$ cat config.mk
export PLATFORM = sky130hd
export DESIGN_NAME = edf_task_scheduler_top
export DESIGN_NICKNAME = d
export VERILOG_FILES = /design/src/rtl/edf_pkg.sv /design/src/rtl/edf_task_scheduler_top.sv
export VERILOG_INCLUDE_DIRS = /design/src /design/src/rtl
export SDC_FILE = /design/constraint.sdc
export NUM_CORES = 2
export LEC_CHECK = 0
export BUFFER_PORTS_ARGS = -buffer_cell sky130_fd_sc_hd__buf_2
export CORE_MARGIN = 2
export CORE_UTILIZATION = 55
export CTS_CLUSTER_DIAMETER = 200
export DETAILED_ROUTE_END_ITERATION = 7
export GPL_TIMING_DRIVEN = 0
export PLACE_DENSITY = 0.69
export SLEW_MARGIN = 40
export SYNTH_ARGS = -nofsm -noshare
export SYNTH_HDL_FRONTEND = slang
export SYNTH_SLANG_ARGS = --single-unit
export TNS_END_PERCENT = 50
$ cat constraint.sdc
create_clock -name clock -period 16.1 [get_ports clock]
set_clock_uncertainty 0.2 [all_clocks]
set_input_delay 1.61 -clock clock [delete_from_list [all_inputs] [get_ports clock]]
set_output_delay 1.61 -clock clock [all_outputs]
set_load 0.05 [all_outputs]
$ cat src/rtl/assert_macros.svh
// assertion macros used by edf_task_scheduler_top
// no dependencies; pulled in with an include where checks are written
`ifndef ASSERT_MACROS_SVH
`define ASSERT_MACROS_SVH

// same-cycle implication under synchronous reset
`define ASSERT_IMPL(label, clk, rst, ante, cons, msg) \
   label: assert property (@(posedge clk) disable iff (rst) (ante) |-> (cons)) \
      else $error(msg);

// next-cycle implication under synchronous reset
`define ASSERT_NEXT(label, clk, rst, ante, cons, msg) \
   label: assert property (@(posedge clk) disable iff (rst) (ante) |=> (cons)) \
      else $error(msg);

`endif

$ cat src/rtl/edf_pkg.sv
// types and constants of the edf task scheduler
// no dependencies; used by edf_task_scheduler_top
package edf_pkg;

   // default sizing
   localparam int MAX_TASKS_DEF = 16;
   localparam int TIME_BITS_DEF = 32;

   // configuration port
   localparam int CSR_IDX_W  = 1;
   localparam int CSR_DATA_W = 16;
   localparam logic [CSR_IDX_W-1:0] CSR_QUANTUM      = 1'd0;
   localparam logic [CSR_IDX_W-1:0] CSR_TASKS_IN_USE = 1'd1;
   localparam logic [15:0] QUANTUM_RESET = 16'd1;

   // item operations
   localparam logic OP_LOAD = 1'b0;
   localparam logic OP_TICK = 1'b1;

   // request beat
   typedef struct packed {
      logic        op;
      logic [3:0]  task_slot;
      logic [15:0] task_period;
      logic [15:0] task_budget;
   } req_type;

   // response beat
   typedef struct packed {
      logic        ran_valid;
      logic [3:0]  ran_task;
      logic        job_done;
      logic [15:0] job_number;
      logic [31:0] job_start;
      logic [31:0] job_end;
      logic        deadline_missed;
      logic        halted;
   } rsp_type;

endpackage

$ cat src/rtl/edf_task_scheduler_top.sv
// earliest-deadline-first scheduler for periodic tasks, top level
// depends on edf_pkg and assert_macros.svh
//
// usage:
//   req channel (valid/ready) carries one beat per item: a load writes one task
//   entry (period, budget), a tick advances time by the quantum and charges the
//   released job with the earliest deadline (ties round-robin).
//   rsp channel (valid/ready) returns exactly one beat per request beat.
//   csr port: csr_we with csr_index 0 = quantum, 1 = tasks_in_use; the user must
//   write it only while the block is idle; the block does not enforce this.
// sequence:
//   a load goes from accept straight to the output stage; a tick passes the
//   scan, advance and commit states, the scan reading each task entry in use,
//   one per cycle, from the task memory; a tick while halted goes straight to
//   the output stage. One item is processed at a time.
// reset: time, round-robin pointer and halt flag clear, quantum = 1,
//   tasks_in_use = 0; task entries hold nothing until loaded.
// stall: the response sits in an output register; the next request beat is
//   taken while it waits, and processing holds before the output stage.
`include "assert_macros.svh"

module edf_task_scheduler_top #(
   parameter int MAX_TASKS = edf_pkg::MAX_TASKS_DEF,
   parameter int TIME_BITS = edf_pkg::TIME_BITS_DEF
) (
   input  logic                            clock,
   input  logic                            reset,
   input  logic                            req_valid,
   output logic                            req_ready,
   input  edf_pkg::req_type                req_data,
   output logic                            rsp_valid,
   input  logic                            rsp_ready,
   output edf_pkg::rsp_type                rsp_data,
   input  logic                            csr_we,
   input  logic [edf_pkg::CSR_IDX_W-1:0]   csr_index,
   input  logic [edf_pkg::CSR_DATA_W-1:0]  csr_wdata
);

   localparam int IDX_W = $clog2(MAX_TASKS);
   localparam int CNT_W = $clog2(MAX_TASKS + 1);
   localparam logic [TIME_BITS-1:0] TIME_MAX = '1;
   localparam logic [IDX_W-1:0] LAST_IDX = IDX_W'(MAX_TASKS - 1);

   typedef enum logic [2:0] {
      S_IDLE,
      S_SCAN,
      S_ADV,
      S_COMMIT,
      S_OUT
   } state_type;

   // one task entry of the memory
   typedef struct packed {
      logic [15:0]          period;
      logic [15:0]          budget;
      logic [TIME_BITS-1:0] rel_t;
      logic [TIME_BITS-1:0] dl_t;
      logic [15:0]          served;
      logic [15:0]          jobs;
      logic [TIME_BITS-1:0] start_t;
   } entry_type;

   // control and payload registers
   state_type            state_ff;
   logic [15:0]          quantum_ff;
   logic [4:0]           tasks_ff;
   logic [TIME_BITS-1:0] now_ff;
   logic [IDX_W-1:0]     tie_ptr_ff;
   logic                 stopped_ff;
   logic                 found_ff;
   logic [CNT_W-1:0]     rd_cnt_ff;
   logic                 chk_valid_ff;
   logic [IDX_W-1:0]     chk_idx_ff;
   logic [IDX_W-1:0]     best_idx_ff;
   logic [IDX_W-1:0]     best_key_ff;
   entry_type            best_ff;
   logic [TIME_BITS-1:0] rel_next_ff;
   logic [TIME_BITS-1:0] dl_next_ff;
   edf_pkg::rsp_type     res_ff;
   logic                 rsp_valid_ff;
   edf_pkg::rsp_type     rsp_data_ff;

   // task memory
   entry_type            mem [MAX_TASKS];
   entry_type            mem_q;
   logic                 mem_we;
   logic [IDX_W-1:0]     mem_wa;
   entry_type            mem_wd;
   logic [IDX_W-1:0]     rd_addr;

   // combinational helpers
   logic                 req_fire;
   logic                 slot_ok;
   entry_type            load_rec;
   entry_type            wb_rec;
   logic [CNT_W-1:0]     n_tasks;
   logic [IDX_W-1:0]     chk_key;
   logic                 released;
   logic                 better;
   logic [TIME_BITS:0]   now_sum;
   logic [TIME_BITS-1:0] now_adv;
   logic [16:0]          served_sum;
   logic [15:0]          served_adv;
   logic [TIME_BITS-1:0] start_adv;
   logic [TIME_BITS:0]   rel_sum;
   logic [TIME_BITS:0]   dl_sum;
   logic [IDX_W-1:0]     tie_next;
   logic                 miss;
   logic                 done;
   edf_pkg::rsp_type     res_commit;
   edf_pkg::rsp_type     res_load;
   edf_pkg::rsp_type     res_halt;

   // handshakes
   assign req_ready = (state_ff == S_IDLE);
   assign req_fire  = req_valid && req_ready;
   assign rsp_valid = rsp_valid_ff;
   assign rsp_data  = rsp_data_ff;

   // configuration registers
   always_ff @(posedge clock) begin
      if (reset) begin
         quantum_ff <= edf_pkg::QUANTUM_RESET;
         tasks_ff   <= '0;
      end else if (csr_we) begin
         case (csr_index)
            edf_pkg::CSR_QUANTUM:      quantum_ff <= csr_wdata;
            edf_pkg::CSR_TASKS_IN_USE: tasks_ff   <= csr_wdata[4:0];
            default: ;
         endcase
      end
   end

   // fresh entry written by a load beat
   always_comb begin
      slot_ok          = 32'(req_data.task_slot) < MAX_TASKS;
      load_rec.period  = req_data.task_period;
      load_rec.budget  = req_data.task_budget;
      load_rec.rel_t   = '0;
      load_rec.dl_t    = TIME_BITS'(req_data.task_period);
      load_rec.served  = '0;
      load_rec.jobs    = 16'd1;
      load_rec.start_t = '0;
   end

   // scan: entry count, tie key and candidate test
   always_comb begin
      n_tasks  = CNT_W'((32'(tasks_ff) > MAX_TASKS) ? MAX_TASKS : 32'(tasks_ff));
      rd_addr  = rd_cnt_ff[IDX_W-1:0];
      chk_key  = (chk_idx_ff >= tie_ptr_ff) ? (chk_idx_ff - tie_ptr_ff)
               : IDX_W'(32'(chk_idx_ff) + MAX_TASKS - 32'(tie_ptr_ff));
      released = (mem_q.rel_t <= now_ff);
      better   = !found_ff || (mem_q.dl_t < best_ff.dl_t)
               || ((mem_q.dl_t == best_ff.dl_t) && (chk_key < best_key_ff));
   end

   // charge: time advance, served amount, next release and deadline
   always_comb begin
      now_sum    = {1'b0, now_ff} + (TIME_BITS+1)'(quantum_ff);
      now_adv    = now_sum[TIME_BITS] ? TIME_MAX : now_sum[TIME_BITS-1:0];
      served_sum = {1'b0, best_ff.served} + {1'b0, quantum_ff};
      served_adv = served_sum[16] ? 16'hFFFF : served_sum[15:0];
      start_adv  = (best_ff.served == '0) ? now_ff : best_ff.start_t;
      rel_sum    = {1'b0, best_ff.rel_t} + (TIME_BITS+1)'(best_ff.period);
      dl_sum     = {1'b0, best_ff.dl_t} + (TIME_BITS+1)'(best_ff.period);
      tie_next   = (best_idx_ff == LAST_IDX) ? '0 : best_idx_ff + 1'b1;
   end

   // commit: miss and completion, write-back entry and response
   always_comb begin
      miss   = (now_ff > best_ff.dl_t);
      done   = !miss && (best_ff.served >= best_ff.budget);
      wb_rec = best_ff;
      if (done) begin
         wb_rec.jobs    = (best_ff.jobs == 16'hFFFF) ? best_ff.jobs : best_ff.jobs + 16'd1;
         wb_rec.rel_t   = rel_next_ff;
         wb_rec.dl_t    = dl_next_ff;
         wb_rec.served  = '0;
         wb_rec.start_t = rel_next_ff;
      end
      res_commit                 = '0;
      res_commit.job_end         = 32'(now_ff);
      res_commit.halted          = stopped_ff || (found_ff && miss);
      if (found_ff) begin
         res_commit.ran_valid       = 1'b1;
         res_commit.ran_task        = 4'(best_idx_ff);
         res_commit.job_done        = done;
         res_commit.job_number      = best_ff.jobs;
         res_commit.job_start       = 32'(best_ff.start_t);
         res_commit.deadline_missed = miss;
      end
      res_load          = '0;
      res_load.halted   = stopped_ff;
      res_halt          = '0;
      res_halt.job_end  = 32'(now_ff);
      res_halt.halted   = 1'b1;
   end

   // memory write port: loads at accept, write-back at commit
   always_comb begin
      mem_we = (req_fire && (req_data.op == edf_pkg::OP_LOAD) && slot_ok)
             || ((state_ff == S_COMMIT) && found_ff);
      mem_wa = (state_ff == S_COMMIT) ? best_idx_ff : IDX_W'(req_data.task_slot);
      mem_wd = (state_ff == S_COMMIT) ? wb_rec : load_rec;
   end

   // task memory, registered read
   always_ff @(posedge clock) begin
      if (mem_we) begin
         mem[mem_wa] <= mem_wd;
      end
      mem_q <= mem[rd_addr];
   end

   // sequencer
   always_ff @(posedge clock) begin
      if (reset) begin
         state_ff     <= S_IDLE;
         now_ff       <= '0;
         tie_ptr_ff   <= '0;
         stopped_ff   <= 1'b0;
         found_ff     <= 1'b0;
         rd_cnt_ff    <= '0;
         chk_valid_ff <= 1'b0;
         rsp_valid_ff <= 1'b0;
      end else begin
         // output beat taken while no new one is loaded
         if (rsp_valid_ff && rsp_ready && (state_ff != S_OUT)) begin
            rsp_valid_ff <= 1'b0;
         end
         case (state_ff)
            S_IDLE: begin
               if (req_fire) begin
                  if (req_data.op == edf_pkg::OP_LOAD) begin
                     res_ff   <= res_load;
                     state_ff <= S_OUT;
                  end else if (stopped_ff) begin
                     res_ff   <= res_halt;
                     state_ff <= S_OUT;
                  end else begin
                     found_ff     <= 1'b0;
                     rd_cnt_ff    <= '0;
                     chk_valid_ff <= 1'b0;
                     state_ff     <= S_SCAN;
                  end
               end
            end
            S_SCAN: begin
               // judge the entry read last cycle
               if (chk_valid_ff && released && better) begin
                  found_ff    <= 1'b1;
                  best_idx_ff <= chk_idx_ff;
                  best_key_ff <= chk_key;
                  best_ff     <= mem_q;
               end
               // issue the next read
               chk_idx_ff <= rd_addr;
               if (rd_cnt_ff < n_tasks) begin
                  rd_cnt_ff    <= rd_cnt_ff + 1'b1;
                  chk_valid_ff <= 1'b1;
               end else begin
                  chk_valid_ff <= 1'b0;
               end
               if (rd_cnt_ff == n_tasks) begin
                  state_ff <= S_ADV;
               end
            end
            S_ADV: begin
               now_ff <= now_adv;
               if (now_sum[TIME_BITS]) begin
                  stopped_ff <= 1'b1;
               end
               if (found_ff) begin
                  best_ff.served  <= served_adv;
                  best_ff.start_t <= start_adv;
                  tie_ptr_ff      <= tie_next;
               end
               rel_next_ff <= rel_sum[TIME_BITS] ? TIME_MAX : rel_sum[TIME_BITS-1:0];
               dl_next_ff  <= dl_sum[TIME_BITS] ? TIME_MAX : dl_sum[TIME_BITS-1:0];
               state_ff    <= S_COMMIT;
            end
            S_COMMIT: begin
               res_ff <= res_commit;
               if (found_ff && miss) begin
                  stopped_ff <= 1'b1;
               end
               state_ff <= S_OUT;
            end
            S_OUT: begin
               if (!rsp_valid_ff || rsp_ready) begin
                  rsp_data_ff  <= res_ff;
                  rsp_valid_ff <= 1'b1;
                  state_ff     <= S_IDLE;
               end
            end
            default: begin
               state_ff <= S_IDLE;
            end
         endcase
      end
   end

   // checks
   `ASSERT_NEXT(a_halt_sticky, clock, reset, stopped_ff, stopped_ff, "halt flag cleared without reset")
   `ASSERT_IMPL(a_mem_write_src, clock, reset, mem_we, ((state_ff == S_COMMIT) && found_ff) || req_fire, "task memory written outside load or commit")
   `ASSERT_IMPL(a_miss_halts, clock, reset, rsp_valid && rsp_data.deadline_missed, rsp_data.halted && rsp_data.ran_valid, "deadline miss without halt")
   `ASSERT_IMPL(a_done_ran, clock, reset, rsp_valid && rsp_data.job_done, rsp_data.ran_valid && !rsp_data.deadline_missed, "completion without a charged job")

endmodule
## After elaboration in Yosys (flattened, before gate mapping)

Memory sizes are Yosys's and may differ from the RTL's. A register that Yosys moved wholly into a read port is not among the register bits.
Index checks and enable logic that the tools add are counted.

- Word-level logic and storage cells: 167
- Bits in latches: 0
- Memories kept: 1
- Bits in registers: 481
- Bits in writable memories: 2560
- Bits in read-only memories: 0
- Output and inout bits: 90

- Reduce and logical (&&, ||, !) cells: 39
- Div/mod/pow operators: 0
- Magnitude comparators: 8
- $mul: 0
- Muxes and demuxes: 47
- Shifts and indexed selects: 0
- Add/subtract/negate cells: 10
- Bitwise operators: 3
- Equality and inequality tests: 21

Memory list:

| name | depth | bits a word | rd ports | clocked after Yosys merged registers in | write ports | RTL line | source |
|---|---|---|---|---|---|---|---|
| mem | 16 | 160 | 1 | 1 | 1 | edf_task_scheduler_top.sv:84 | `entry_type mem [MAX_TASKS];` |

Operators with widths:

| kind | count |
|---|---|
| 2-to-1 mux 88 bit | 3 |
| one-hot mux 88 bit (2 select lines) | 1 |
| 2-to-1 mux 160 bit | 1 |
| 2-to-1 mux 128 bit | 1 |
| adder 32 x 16 -> 33 bit | 3 |
| 2-to-1 mux 32 bit | 3 |
| 2-to-1 mux 64 bit | 1 |
| one-hot mux 32 bit (2 select lines) | 1 |
| 2-to-1 mux 54 bit | 1 |
| 2-to-1 mux 16 bit | 3 |
| == test 32 bit | 1 |
| > comparator 32 bit | 1 |
| <= comparator 32 bit | 1 |
| less-than comparator 32 bit | 1 |
| one-hot mux 16 bit (2 select lines) | 1 |
| 2-to-1 mux 5 bit | 5 |
| adder 16 x 16 -> 17 bit | 1 |
| adder 16 x 1 -> 16 bit (second input constant) | 1 |
| == test 16 bit (second input constant) | 1 |
| >= comparator 16 bit | 1 |
| logical NOT 16 bit | 1 |
| != test 2 bit (second input constant) | 8 |
| 2-to-1 mux 3 bit | 5 |
| one-hot mux 3 bit (5 select lines) | 1 |
| other kinds (29) | 81 |

## Depth between registers and ports, before layout

- Word-level depth: 9
- Gate-level depth with buffers: 14
- Gate-level depth less buffers: 13

## Worst setup path after synthesis

OpenSTA, ideal clock, no wires.

- Kind: reg-to-reg
- Start point: register chk_idx_ff[0]
- End point: register best_ff[100] (netlist name) (enable)
- Period minus slack after synthesis: 11.660 ns
- Arrival time: 10.714 ns
- Slack: 4.440 ns
- Cell stages (with the launch flop): 14
- Data required time: 15.153 ns
- Cells stage by stage: edfxtp_1 -> inv_1 -> ha_1 -> inv_1 -> fa_1 -> xor2_1 -> ha_1 -> o21a_1 -> a2111oi_4 -> a2111oi_0 -> nor2_1 -> nand4_1 -> buf_2 -> nor3_1

- Longest elaborated chain between the ends: 8
- Elaborated cells between the ends (all ways): 10
- Those cells by class: add/sub (3); order compare (2); mux (1); reduce/logical (4)

RTL lines:

| item | RTL line | source |
|---|---|---|
| start, declared | edf_task_scheduler_top.sv:73 | `logic [IDX_W-1:0] chk_idx_ff;` |
| start signal, assigned | edf_task_scheduler_top.sv:257 | `chk_idx_ff <= rd_addr;` |
| adder 4 x 1 -> 4 bit | edf_task_scheduler_top.sv:151 | `: IDX_W'(32'(chk_idx_ff) + MAX_TASKS - 32'(tie_ptr_ff));` |
| subtractor 4 bit | edf_task_scheduler_top.sv:151 |  |
| 2-to-1 mux 4 bit * | edf_task_scheduler_top.sv:150 | `chk_key = (chk_idx_ff >= tie_ptr_ff) ? (chk_idx_ff - tie_ptr_ff)` |
| net chk_key[2] | edf_task_scheduler_top.sv:97 | `logic [IDX_W-1:0] chk_key;` |
| less-than comparator 4 bit * | edf_task_scheduler_top.sv:154 | `\|\| ((mem_q.dl_t == best_ff.dl_t) && (chk_key < best_key_ff));` |
| logical AND 1 bit * | edf_task_scheduler_top.sv:154 |  |
| logical OR 1 bit * | edf_task_scheduler_top.sv:154 |  |
| logical AND 1 bit * | edf_task_scheduler_top.sv:250 | `if (chk_valid_ff && released && better) begin` |
| AND reduction 3 bit (no source line) * | n/a |  |
| end signal, assigned | edf_task_scheduler_top.sv:254 | `best_ff <= mem_q;` |
| end, declared | edf_task_scheduler_top.sv:76 | `entry_type best_ff;` |

The timed path passes the listed nets; every way through them passes the cells marked *.
A chain may end at the register's enable or synchronous reset.

## Final worst setup path

- Start point: register now_ff[16]
- End point: register best_ff[156] (netlist name) (enable)

- Longest elaborated chain between the ends: 4

RTL lines:

| item | RTL line | source |
|---|---|---|
| start, declared | edf_task_scheduler_top.sv:67 | `logic [TIME_BITS-1:0] now_ff;` |
| start signal, assigned | edf_task_scheduler_top.sv:269 | `now_ff <= now_adv;` |
| <= comparator 32 bit | edf_task_scheduler_top.sv:152 | `released = (mem_q.rel_t <= now_ff);` |
| logical AND 1 bit (2 in a row) | edf_task_scheduler_top.sv:250 |  |
| AND reduction 3 bit (no source line) | n/a |  |

No other way between the ends.

==> metrics.txt <==
Layout area overhead 18.1%; global-route wire length before repair 509,000 um; GR Util met1 42.9%; die width 480 um; met3 usage 6.85%; Max stage delay cell, worst path nand4_1; M2 GR Usage 48.9%; placer congestion estimate 0.973; Max Fclk 142 MHz; ys async rst share 0%; most frequent cells in the layout 2,972 x edfxtp_1, 800 x mux4_2, 339 x clkbuf_16, 259 x nand2_1, 238 x buf_2; Arrival @ worst endpoint 7510 ps; Slew HR 35.7%; DRT Pass-1 Iters 8; CTS root buffer clkbuf_16; Setup crit start kind register; worst skew pair latency 980 ps; Bufs and invs on worst path 11; Worst setup EP type register; die area 0.231 mm2; final period utilization 43.9%; TritonCTS clock tree built; CORE AREA 0.225 mm2; share of cells above drive strength 1 28.8%; R2R depth 19; RR Endpoint best_ff[156]; reg2reg start now_ff[16]; post-synth cell types 70; post-DP HPWL 250,000 um; IO buf count 147; maximum vdd drop 0.120 mV; ranking of synthesized cells by area edfxtp_1 72%, mux4_2 14%, dfxtp_1 3.7%; vias in the first global route 68,300; row count 174; Final min period 7060 ps; largest net degree at the start of global routing 23; worst setup path end best_ff[156]; flop2flop setup slack 9040 ps; initial drt markers 10,300; Vert. Die Dim 480 um; top-level port count 149; clock share of power 44.4%; Synth Net Count 6,466; Overall Global Routing Usage 31.7%; Slew Limit Fails 0; WP data required 16,550 ps; Most common cell on crit path buf_2; Worst Path Class, Setup register to register; Comb power frac 2.5%; flops & latches, synth 3,201; Switching Share 20.1%; post-synthesis sequential area ratio 75.2%; Post-synth EDFFs 2,972; most common cell after layout, fill and taps aside edfxtp_1; Total Wirelength 364,000 um; Max Cap Viol 0; CTS H-Tree Depth 5; crit path from now_ff[16]; CP cell instances clkbuf_1 -> inv_1 -> ha_1 -> nand4_1 -> nor3_1 -> nand3_1 -> or3_1 -> o21ai_1 -> nand4_1 -> buf_2 -> nor3_2 -> buf_2 -> buf_4 -> buf_4 -> buf_4 -> buf_2 -> buf_4 -> buf_2 -> buf_2; post-CTS sizing 0; pwr/cell area 117 mW/mm2; power share of the sequential group 53.0%; CTS buffer count 333; area leader, netlist edfxtp_1; max incr delay on CP 640 ps; clock buffer depth 4; Switch Pwr 3.46 mW; Crit path depth 19; # setup viols final 0; Synth Flop Type edfxtp_1; crit path max fanout 10; Internal 13.7 mW; post-synth top area share 71.5%; Final Hold Viols 0; RSZ-0062 raised after global routing false; synth warn 0; post-DR vias/cell 6.72; Tightest Pin Transition 965 ps; Routed WL per cell 35.4 um; Post-CTS Setup Bufs 0; gate count of the mapped netlist 6,212; DRC viols 0; P_leak 45.4 nW; total clock sinks 3,201; Initial Util 55.4%; nets@finish 7,280; Most Crowded Layer GR met2; total negative slack 0 ps; clk slew on worst S/H paths 60 ps; Vias 69,200; status complete, no violations; Final ANT Viol Nets 0; Hold Buf Count CTS 0; crit-path leading delay family buffers and inverters; gr ovfl total 0; Hold Crit Class register to register; initial antenna violation count 28; Final Util 65.5%; cell area after synthesis 0.125 mm2; Synth Area per Inst 20.1 um2
## how the worst min path moves through the flow
stage | start | endpoint | slack [ps] | cells past startpoint
floorplan | mem_q[128] | best_ff[128] | 190 | 0
global placement | mem_q[132] | best_ff[132] | 190 | 0
detailed placement | mem_q[133] | best_ff[133] | 190 | 0
CTS | mem_q[139] | best_ff[139] | 200 | 0
global route | mem_q[131] | best_ff[131] | 210 | 0
finish | mem_q[135] | best_ff[135] | 200 | 0
## stage by stage
stage / setup WS [ps] / hold slack (ps) / cell area (um2) / instances / power, mW
CTS: 9210 / 202 / 147000 / 10300 / 17.2
floorplan: 4440 / 186 / 125000 / 6212 / 9.53
global route: 9010 / 209 / 147000 / 10300 / 17.6
global placement: -5500 / 187 / 129000 / 9351 / 9.70
detailed placement: 9210 / 189 / 136000 / 9681 / 9.72
finish: 9040 / 202 / 147000 / 10300 / 17.2
## final cells by class
cell class | instances | area [um2]
Fill cell | 14500 | 77700
Clock inverter | 153 | 1660
Buffer | 312 | 1420
Multi-Input combinational cell | 2570 | 30000
Sequential cell | 3201 | 93800
Clock buffer | 434 | 9050
Inverter | 129 | 484
Tap cell | 2992 | 3740
Antenna cell | 19 | 47.5
Timing Repair Buffer | 479 | 7140
## registers in the layout (all words and copies together) (netlist names), 3 cells and up
signal and cells:
chk_idx_ff 4, mem 2560, rsp_data 88, dl_next_ff 32
best_ff 160, res_ff 88, now_ff 32, state_ff 3
mem_q 160, rel_next_ff 32, best_key_ff 4, rd_cnt_ff 5
tasks_ff 5, best_idx_ff 4, quantum_ff 16, tie_ptr_ff 4
## Yosys cell counts (5+ instances only)
library cell	count
or4_1	11
o21bai_1	7
nor2_1	146
o2111ai_1	9
buf_2	19
nand2_1	259
o21a_1	16
o21ai_0	176
a211oi_1	28
o31ai_1	18
fa_1	5
mux4_2	800
a31oi_1	35
xnor2_1	30
inv_1	129
and2_1	12
clkbuf_1	239
nor4_1	16
ha_1	190
and3_1	94
a21o_1	27
or3_1	10
edfxtp_1	2972
a21oi_1	234
nand3_1	113
nand2b_1	13
or2_2	9
o211ai_1	25
a41oi_1	7
a311oi_1	6
o41ai_1	5
nor2b_1	15
nor3_1	42
dfxtp_1	229
a221oi_1	23
nor3b_1	5
o22ai_1	43
xor2_1	31
nand4_1	51
buf_1	54
and4_1	8
## power groups by stage
stage	Clock [mW]	Combinational, mW	Sequential, mW
detailed placement	0	0.426	9.29
global route	8.01	0.454	9.12
CTS	7.69	0.429	9.12
finish	7.64	0.434	9.12
floorplan	0	0.227	9.31
global placement	0	0.373	9.33
## cells by family after synthesis
kind of cell / after synthesis / share of synthesized area, %
DFF: 3201 / 75.2
muxes: 807 / 14.5
adders and majority gates: 195 / 1.99
and+or+nand+nor: 810 / 3.13
buffers and inverters: 441 / 1.35
xor gates and xnor gates: 61 / 0.428
AOI/OAI and AO/OA: 697 / 3.41
## layer usage
layer  part of all wire (%)  wire [um]
met4                    5.7      20900
met2                     47     171000
met5                  0.038        140
met3                     11      39600
met1                     36     132000
(Power assumes the default switching activity.)
